### src/rtl/frame_ring_status_manager_core_defines.svh
// Assertion macros for the frame ring status manager RTL.
`ifndef FRAME_RING_STATUS_MANAGER_CORE_DEFINES_SVH
`define FRAME_RING_STATUS_MANAGER_CORE_DEFINES_SVH

// Same-cycle implication, disabled while reset is asserted.
`define FRSM_ASSERT_IMP(lbl, clk, rst_n, ante, cons, msg) \
    lbl: assert property (@(posedge clk) disable iff (!rst_n) (ante) |-> (cons)) \
        else $error(msg);

// Next-cycle implication, disabled while reset is asserted.
`define FRSM_ASSERT_NXT(lbl, clk, rst_n, ante, cons, msg) \
    lbl: assert property (@(posedge clk) disable iff (!rst_n) (ante) |=> (cons)) \
        else $error(msg);

`endif

### src/rtl/frsm_pkg.sv
// Types, codes and helper functions for the frame ring status manager.
`timescale 1ns / 1ps

package frsm_pkg;

    localparam int MAX_FRAMES = 8;
    localparam int FRAME_W    = 3;
    localparam int COUNT_W    = 4;
    localparam int STATUS_W   = 2;
    localparam int REQ_W      = 2;
    localparam int CODE_W     = 2;

    localparam logic [COUNT_W-1:0] FRAME_COUNT_RESET = 4'd3;
    localparam logic [COUNT_W-1:0] MAX_FRAMES_C      = 4'd8;

    // Per-frame status codes.
    localparam logic [STATUS_W-1:0] FS_FREE  = 2'd0;
    localparam logic [STATUS_W-1:0] FS_READY = 2'd1;
    localparam logic [STATUS_W-1:0] FS_INUSE = 2'd2;

    // Request types.
    localparam logic [REQ_W-1:0] REQ_PRODUCE = 2'd0;
    localparam logic [REQ_W-1:0] REQ_GET     = 2'd1;
    localparam logic [REQ_W-1:0] REQ_PUT     = 2'd2;

    // Result status codes.
    localparam logic [CODE_W-1:0] CODE_OK       = 2'd0;
    localparam logic [CODE_W-1:0] CODE_NO_FREE  = 2'd1;
    localparam logic [CODE_W-1:0] CODE_NO_READY = 2'd2;
    localparam logic [CODE_W-1:0] CODE_BAD_PUT  = 2'd3;

    typedef enum logic [1:0] {
        ST_IDLE,
        ST_SCAN,
        ST_CHECK
    } t_state;

    typedef struct packed {
        logic                en;
        logic [FRAME_W-1:0]  addr;
        logic [STATUS_W-1:0] data;
    } t_tbl_wr;

    // Ring size: zero counts as one frame, large counts saturate.
    function automatic logic [COUNT_W-1:0] ring_size(input logic [COUNT_W-1:0] cnt);
        logic [COUNT_W-1:0] n;
        n = cnt;
        if (cnt == '0) begin
            n = 4'd1;
        end else if (cnt > MAX_FRAMES_C) begin
            n = MAX_FRAMES_C;
        end
        return n;
    endfunction

    // Circular successor of a frame index within a ring of n frames.
    function automatic logic [COUNT_W-1:0] ring_next(input logic [COUNT_W-1:0] i,
                                                     input logic [COUNT_W-1:0] n);
        logic [COUNT_W-1:0] s;
        s = i + 4'd1;
        return (s >= n) ? '0 : s;
    endfunction

endpackage

### src/rtl/frsm_status_table.sv
// Status table: one two-bit status per frame, one read port and one write port.
`timescale 1ns / 1ps

module frsm_status_table (
    input  logic                            i_clk,
    input  logic                            i_rst_n,
    input  logic [frsm_pkg::FRAME_W-1:0]    i_rd_addr,
    output logic [frsm_pkg::STATUS_W-1:0]   o_rd_data,
    input  frsm_pkg::t_tbl_wr               i_wr
);

    logic [frsm_pkg::STATUS_W-1:0] r_status [frsm_pkg::MAX_FRAMES];

    always_ff @(posedge i_clk) begin
        if (!i_rst_n) begin
            for (int k = 0; k < frsm_pkg::MAX_FRAMES; k++) begin
                r_status[k] <= frsm_pkg::FS_FREE;
            end
        end else if (i_wr.en) begin
            r_status[i_wr.addr] <= i_wr.data;
        end
    end

    assign o_rd_data = r_status[i_rd_addr];

endmodule

### src/rtl/frame_ring_status_manager_core.sv
// Top level of the frame ring status manager: request sequencer and result register.
`timescale 1ns / 1ps
`include "frame_ring_status_manager_core_defines.svh"

// A request is taken when start is high and busy is low; its single result
// appears on the o_ ports for one cycle with o_valid, and the receiver cannot
// stall it. Produce and get requests walk the ring one frame per cycle through
// a single compare-and-advance step, holding busy while they examine 1 up to
// the ring size (at most 8) frames, and the result shows the cycle after the
// last one; a put or an unknown request passes through one check state. A new
// request may be started in the same cycle that the previous result is shown.
// The frame_count register may be written only while busy is low.
module frame_ring_status_manager_core (
    input  logic                            i_clk,
    input  logic                            i_rst_n,
    input  logic                            i_cfg_wr_en,
    input  logic [frsm_pkg::COUNT_W-1:0]    i_frame_count,
    input  logic                            start,
    output logic                            busy,
    input  logic [frsm_pkg::REQ_W-1:0]      i_req_type,
    input  logic [frsm_pkg::FRAME_W-1:0]    i_frame_index,
    output logic                            o_valid,
    output logic                            o_ok,
    output logic [frsm_pkg::FRAME_W-1:0]    o_chosen_frame,
    output logic [frsm_pkg::CODE_W-1:0]     o_status_code
);

    frsm_pkg::t_state r_state, n_state;

    logic [frsm_pkg::COUNT_W-1:0]  r_frame_count;
    logic [frsm_pkg::REQ_W-1:0]    r_req, n_req;
    logic [frsm_pkg::COUNT_W-1:0]  r_ring_n, n_ring_n;
    logic [frsm_pkg::FRAME_W-1:0]  r_scan, n_scan;
    logic [frsm_pkg::COUNT_W-1:0]  r_steps, n_steps;
    logic [frsm_pkg::FRAME_W-1:0]  r_prod_ptr, n_prod_ptr;
    logic [frsm_pkg::FRAME_W-1:0]  r_cons_ptr, n_cons_ptr;
    logic                          r_valid, n_valid;
    logic                          r_ok, n_ok;
    logic [frsm_pkg::FRAME_W-1:0]  r_frame, n_frame;
    logic [frsm_pkg::CODE_W-1:0]   r_code, n_code;

    logic [frsm_pkg::STATUS_W-1:0] rd_status;
    logic [frsm_pkg::STATUS_W-1:0] want;
    logic [frsm_pkg::COUNT_W-1:0]  acc_n;
    logic [frsm_pkg::FRAME_W-1:0]  acc_ptr;
    logic [frsm_pkg::COUNT_W-1:0]  scan_next;
    frsm_pkg::t_tbl_wr             tbl_wr;

    frsm_status_table u_table (
        .i_clk     (i_clk),
        .i_rst_n   (i_rst_n),
        .i_rd_addr (r_scan),
        .o_rd_data (rd_status),
        .i_wr      (tbl_wr)
    );

    assign acc_n     = frsm_pkg::ring_size(r_frame_count);
    assign scan_next = frsm_pkg::ring_next({1'b0, r_scan}, r_ring_n);
    assign want      = (r_req == frsm_pkg::REQ_PRODUCE) ? frsm_pkg::FS_FREE
                                                        : frsm_pkg::FS_READY;

    always_comb begin
        acc_ptr = (i_req_type == frsm_pkg::REQ_PRODUCE) ? r_prod_ptr : r_cons_ptr;
        // A pointer left outside a shrunken ring restarts the scan at frame 0.
        if ({1'b0, acc_ptr} >= acc_n) begin
            acc_ptr = '0;
        end
    end

    always_ff @(posedge i_clk) begin
        if (!i_rst_n) begin
            r_state       <= frsm_pkg::ST_IDLE;
            r_frame_count <= frsm_pkg::FRAME_COUNT_RESET;
            r_prod_ptr    <= '0;
            r_cons_ptr    <= '0;
            r_valid       <= 1'b0;
        end else begin
            r_state    <= n_state;
            r_prod_ptr <= n_prod_ptr;
            r_cons_ptr <= n_cons_ptr;
            r_valid    <= n_valid;
            if (i_cfg_wr_en) begin
                r_frame_count <= i_frame_count;
            end
        end
    end

    always_ff @(posedge i_clk) begin
        r_req    <= n_req;
        r_ring_n <= n_ring_n;
        r_scan   <= n_scan;
        r_steps  <= n_steps;
        r_ok     <= n_ok;
        r_frame  <= n_frame;
        r_code   <= n_code;
    end

    always_comb begin
        n_state    = r_state;
        n_req      = r_req;
        n_ring_n   = r_ring_n;
        n_scan     = r_scan;
        n_steps    = r_steps;
        n_prod_ptr = r_prod_ptr;
        n_cons_ptr = r_cons_ptr;
        n_valid    = 1'b0;
        n_ok       = r_ok;
        n_frame    = r_frame;
        n_code     = r_code;
        tbl_wr     = '0;

        case (r_state)
            frsm_pkg::ST_IDLE: begin
                if (start) begin
                    n_req    = i_req_type;
                    n_ring_n = acc_n;
                    n_steps  = '0;
                    if (i_req_type == frsm_pkg::REQ_PRODUCE ||
                        i_req_type == frsm_pkg::REQ_GET) begin
                        n_scan  = acc_ptr;
                        n_state = frsm_pkg::ST_SCAN;
                    end else begin
                        n_scan  = i_frame_index;
                        n_state = frsm_pkg::ST_CHECK;
                    end
                end
            end
            frsm_pkg::ST_SCAN: begin
                if (rd_status == want) begin
                    tbl_wr.en   = 1'b1;
                    tbl_wr.addr = r_scan;
                    tbl_wr.data = (r_req == frsm_pkg::REQ_PRODUCE) ? frsm_pkg::FS_READY
                                                                   : frsm_pkg::FS_INUSE;
                    if (r_req == frsm_pkg::REQ_PRODUCE) begin
                        n_prod_ptr = scan_next[frsm_pkg::FRAME_W-1:0];
                    end else begin
                        n_cons_ptr = scan_next[frsm_pkg::FRAME_W-1:0];
                    end
                    n_valid = 1'b1;
                    n_ok    = 1'b1;
                    n_frame = r_scan;
                    n_code  = frsm_pkg::CODE_OK;
                    n_state = frsm_pkg::ST_IDLE;
                end else if (r_steps == r_ring_n - 4'd1) begin
                    n_valid = 1'b1;
                    n_ok    = 1'b0;
                    n_frame = '0;
                    n_code  = (r_req == frsm_pkg::REQ_PRODUCE) ? frsm_pkg::CODE_NO_FREE
                                                               : frsm_pkg::CODE_NO_READY;
                    n_state = frsm_pkg::ST_IDLE;
                end else begin
                    n_scan  = scan_next[frsm_pkg::FRAME_W-1:0];
                    n_steps = r_steps + 4'd1;
                end
            end
            frsm_pkg::ST_CHECK: begin
                n_valid = 1'b1;
                n_state = frsm_pkg::ST_IDLE;
                if (r_req == frsm_pkg::REQ_PUT && {1'b0, r_scan} < r_ring_n &&
                    rd_status == frsm_pkg::FS_INUSE) begin
                    tbl_wr.en   = 1'b1;
                    tbl_wr.addr = r_scan;
                    tbl_wr.data = frsm_pkg::FS_FREE;
                    n_ok        = 1'b1;
                    n_frame     = r_scan;
                    n_code      = frsm_pkg::CODE_OK;
                end else begin
                    n_ok    = 1'b0;
                    n_frame = '0;
                    n_code  = frsm_pkg::CODE_BAD_PUT;
                end
            end
            default: begin
                n_state = frsm_pkg::ST_IDLE;
            end
        endcase
    end

    assign busy           = (r_state != frsm_pkg::ST_IDLE);
    assign o_valid        = r_valid;
    assign o_ok           = r_ok;
    assign o_chosen_frame = r_frame;
    assign o_status_code  = r_code;

    `FRSM_ASSERT_NXT(a_accept_busy, i_clk, i_rst_n, start && !busy, busy, "accepted item did not raise busy")
    `FRSM_ASSERT_IMP(a_result_idle, i_clk, i_rst_n, o_valid, !busy, "result shown while still busy")
    `FRSM_ASSERT_IMP(a_ok_code, i_clk, i_rst_n, o_valid && o_ok, o_status_code == frsm_pkg::CODE_OK, "success with error code")
    `FRSM_ASSERT_IMP(a_fail_frame, i_clk, i_rst_n, o_valid && !o_ok, o_chosen_frame == '0 && o_status_code != frsm_pkg::CODE_OK, "bad failure result")
    `FRSM_ASSERT_IMP(a_scan_bound, i_clk, i_rst_n, r_state == frsm_pkg::ST_SCAN, r_steps < r_ring_n && {1'b0, r_scan} < r_ring_n, "scan ran past the ring")

endmodule

### config.mk
export PLATFORM = sky130hd
export DESIGN_NAME = frame_ring_status_manager_core
export DESIGN_NICKNAME = d
export VERILOG_FILES = /design/src/rtl/frsm_pkg.sv /design/src/rtl/frsm_status_table.sv /design/src/rtl/frame_ring_status_manager_core.sv
export VERILOG_INCLUDE_DIRS = /design/src /design/src/rtl
export SDC_FILE = /design/constraint.sdc
export NUM_CORES = 1
export LEC_CHECK = 0
export BUFFER_PORTS_ARGS = -buffer_cell sky130_fd_sc_hd__buf_4
export CAP_MARGIN = 20
export CORE_ASPECT_RATIO = 1.1
export CORE_MARGIN = 1
export CORE_UTILIZATION = 35
export DETAILED_ROUTE_END_ITERATION = 6
export GPL_ROUTABILITY_DRIVEN = 0
export MAX_ROUTING_LAYER = met4
export PLACE_DENSITY_LB_ADDON = 0.05
export SYNTH_ARGS = -nofsm -noshare
export SYNTH_HDL_FRONTEND = slang
export SYNTH_SLANG_ARGS = --single-unit
### constraint.sdc
create_clock -name i_clk -period 2.58 [get_ports i_clk]
set_input_delay 0.387 -clock i_clk [delete_from_list [all_inputs] [get_ports i_clk]]
set_output_delay 0.387 -clock i_clk [all_outputs]
set_load 0.01 [all_outputs]
==> run metrics <==
status completed; worst hold path type input port to flop; Post-synth top cells edfxtp_1, nor2_1, inv_1; synthesized cell area 2670 sq um; wire length on met3 between 150 and 200 um; # setup viols final 0; Worst Clk Skew between 8 and 9 ps; placed cell count between 300 and 400; GRT Util Overall 15.6%; CP Capture Type flop; critical path data required time approximately 2600 ps; Remaining Overflow, GRT 0; instance count of the mapped netlist 238; Int Power approximately 1400 uW; sequential fraction of the synthesis area between 50% and 60%; CTS tree built; # diodes 0; Crit path largest cell delay 560 ps; total number of vias 1758; CP bufs+invs 1; clk buf depth 2; NetSw ~580 uW; core box area ~7400 sq um; pin count of the biggest net entering global routing 24; count leader, synth edfxtp_1; CP arrival 2460 ps; switching share of power around 29%; clock sinks 51; CP delay by family, top multiplexers; post-detail-place hpwl approximately 4.5 mm; root buf cell clkbuf_8; Gate power share between 20% and 30%; #FFs+latches synth between 50 and 60; WL met2 roughly 3 mm; row count 33; fin area 3160 sq um; top sig layer met4; Area Growth Syn to Fin 18.1%; top post-synthesis cells by area edfxtp_1, dfxtp_1, ha_1; Leak Pwr 0.00127 uW; worst-path fanout max 4; Top FF cell, synth edfxtp_1; Synth area leader edfxtp_1; fin. max-slew vios 0; hold_buf cts 0; Final Hold Vio Count 0; Worst Max-Slew Pin Slew about 480 ps; Skew-Pair Late Insertion Delay approximately 310 ps; die boundary width approximately 85 um; initial antenna violation count 0; Synth cell types 38; final hold slack 271 ps; Worst setup SP type flop; Syn Nets about 270; critical-path cell list mux4_1 > mux2_4 > xor2_4 > and3_1 > o211ai_1 > buf_4 > o21ai_1; H-Tree Depth 2; Pwr Density between 600 and 700 nW/um^2; fin crit share 94.9%; Routed WL between 5 and 6 mm; Synth Warn # 0; RSZ-0062 raised after global routing false; critical path's slowest cell mux4_1; global-route wire length before repair about 9 mm; number of DRC markers in iteration 0 between 70 and 80; setup tns final 0 ps; EDFF count, synth 35; worst vdd ir between 0.15 and 0.2 mV; Die Y-Extent 93.7 um; Final ANT Viol Nets 0; achievable frequency between 400 and 500 MHz; number of buffers created by CTS 5; number of remaining DRC errors 0; post-layout min period 2450 ps; average cell area after synthesis about 11 sq um; Reg clk slew, reported paths 90 ps; vias per cell about 4.9; Initial Utilization 36.0%; share of layout cells above drive strength 1 around 22%; proportion of power drawn by the clock network 25.6%; Placed Area between 3000 and 4000 sq um; MaxCap Viol Count 0; Port Buffer Count 20; Final Non-Filler Cells 360; post-synth top area share 39.3%; number of global-route vias before repair 1765; CP Class flop to flop; num ports 21; Flop pwr share between 40% and 50%; Slew Limit Headroom 67.7%; wl on met1 between 2 and 2.5 mm; ys async rst share 0%; Initial DRT Pass Iterations 4; nets ~300; # fillers between 700 and 800; DR WL/cell ~15 um; Die ar. between 7000 and 8000 sq um
-- layer usage --
layer	vias to the layer above	global-route usage, %
met2	22	28.2
met3	11	2.90
met1	818	17.5
met5	-	-
li1	907	-
met4	0	5.00
-- kinds of logic (layout without fill, tap and decap cells) --
logic type,after synthesis,after routing,share of synthesized area [%]
fa+ha+maj,16,16,7.49
flops,51,51,51.3
xor+xnor,10,10,3.28
buf+inv,25,60,3.51
compound gates,37,37,8.85
simple gates,77,77,14.3
mux,22,22,11.2
-- through the flow --
step                total power (uW)  util, %  setup WS (ps)
detailed placement              1500     40.4           -222
global placement                1500     40.4           -190
CTS                             2020     41.9           11.3
global route                    2120     42.5           25.1
finish                          2010     42.5            131
floorplan                       1320        -           52.1
-- registers in the layout (all words and copies together) (netlist names), named ones only --
signal	flops
o_chosen_frame	3
o_ok	1
o_status_code	2
o_valid	1
r_cons_ptr	3
r_frame_count	4
r_prod_ptr	3
r_req	2
r_ring_n	4
r_scan	3
r_state	2
r_steps	4
u_table.r_status	16
-- path summary, 6_finish.rpt --
path | startpoint | to | slack, ps | depth (start not counted)
max reg2reg | flop | u_table.r_status[6][1]$_SDFFCE_PN0P_ | 130 | 7
max | flop | u_table.r_status[6][1]$_SDFFCE_PN0P_ | 130 | 7
min | i_req_type[0] | r_req[0]$_DFFE_PP_ | 270 | 1
min reg2reg | r_frame_count[0]$_SDFFE_PN1P_ | r_frame_count[0]$_SDFFE_PN1P_ | 480 | 2
-- cell usage in the layout (no fill, tap or decap), drive strengths merged --
| master | instances |
|---|---|
| and3 | 4 |
| and2 | 2 |
| dfxtp | 16 |
| edfxtp | 35 |
| nand3b | 2 |
| and3b | 1 |
| and4 | 1 |
| nor4 | 1 |
| clkbuf | 7 |
| o21a | 2 |
| o211ai | 1 |
| o21ai | 14 |
| ha | 16 |
| nor2 | 32 |
| buf | 34 |
| a31oi | 1 |
| a21boi | 3 |
| mux2i | 12 |
| or2 | 1 |
| a32o | 2 |
| nor2b | 14 |
| inv | 17 |
| a21o | 2 |
| mux2 | 6 |
| nand2b | 5 |
| or4 | 1 |
| nor3 | 1 |
| clkinvlp | 2 |
| nand2 | 9 |
| a211o | 1 |
| a2bb2oi | 2 |
| xor2 | 6 |
| a21oi | 9 |
| mux4 | 4 |
| nand3 | 3 |
| xnor2 | 4 |
-- worst register-to-register path, delay by kind of cell (launching register included) --
family                    cells  cell delay, ps
AOI/OAI and AO/OA             2             320
xor gates and xnor gates      1             210
buffers and inverters         1             170
DFF                           1             370
muxes                         2             890
and+or+nand+nor               1             200
-- final cells by class --
cell class	count	area (sq um)	share of cell area, %
flip-flops and latches	51	1370	43.5
well taps	87	109	3.45
clock inverters	1	7.51	0.238
inverters	18	71.3	2.26
clock buffers	7	96.3	3.05
multi-input cells	162	1240	39.4
repair buffers	34	255	8.09
-- power groups by stage --
stage | clock network (uW) | registers, uW | logic, uW
finish | 514 | 1000 | 494
global placement | 0 | 1020 | 474
floorplan | 0 | 1020 | 304
detailed placement | 0 | 1020 | 475
global route | 560 | 1010 | 555
CTS | 533 | 1000 | 482
-- what timing repair did --
| item | in CTS | in global routing |
|---|---|---|
| gates resized for setup | 10 | 8 |
| pin swaps | 0 | 2 |
| cloned | 0 | 0 |
| setup endpoints to repair | 18 | 23 |
| setup buffers | 0 | 1 |
(Power assumes the default switching activity.)
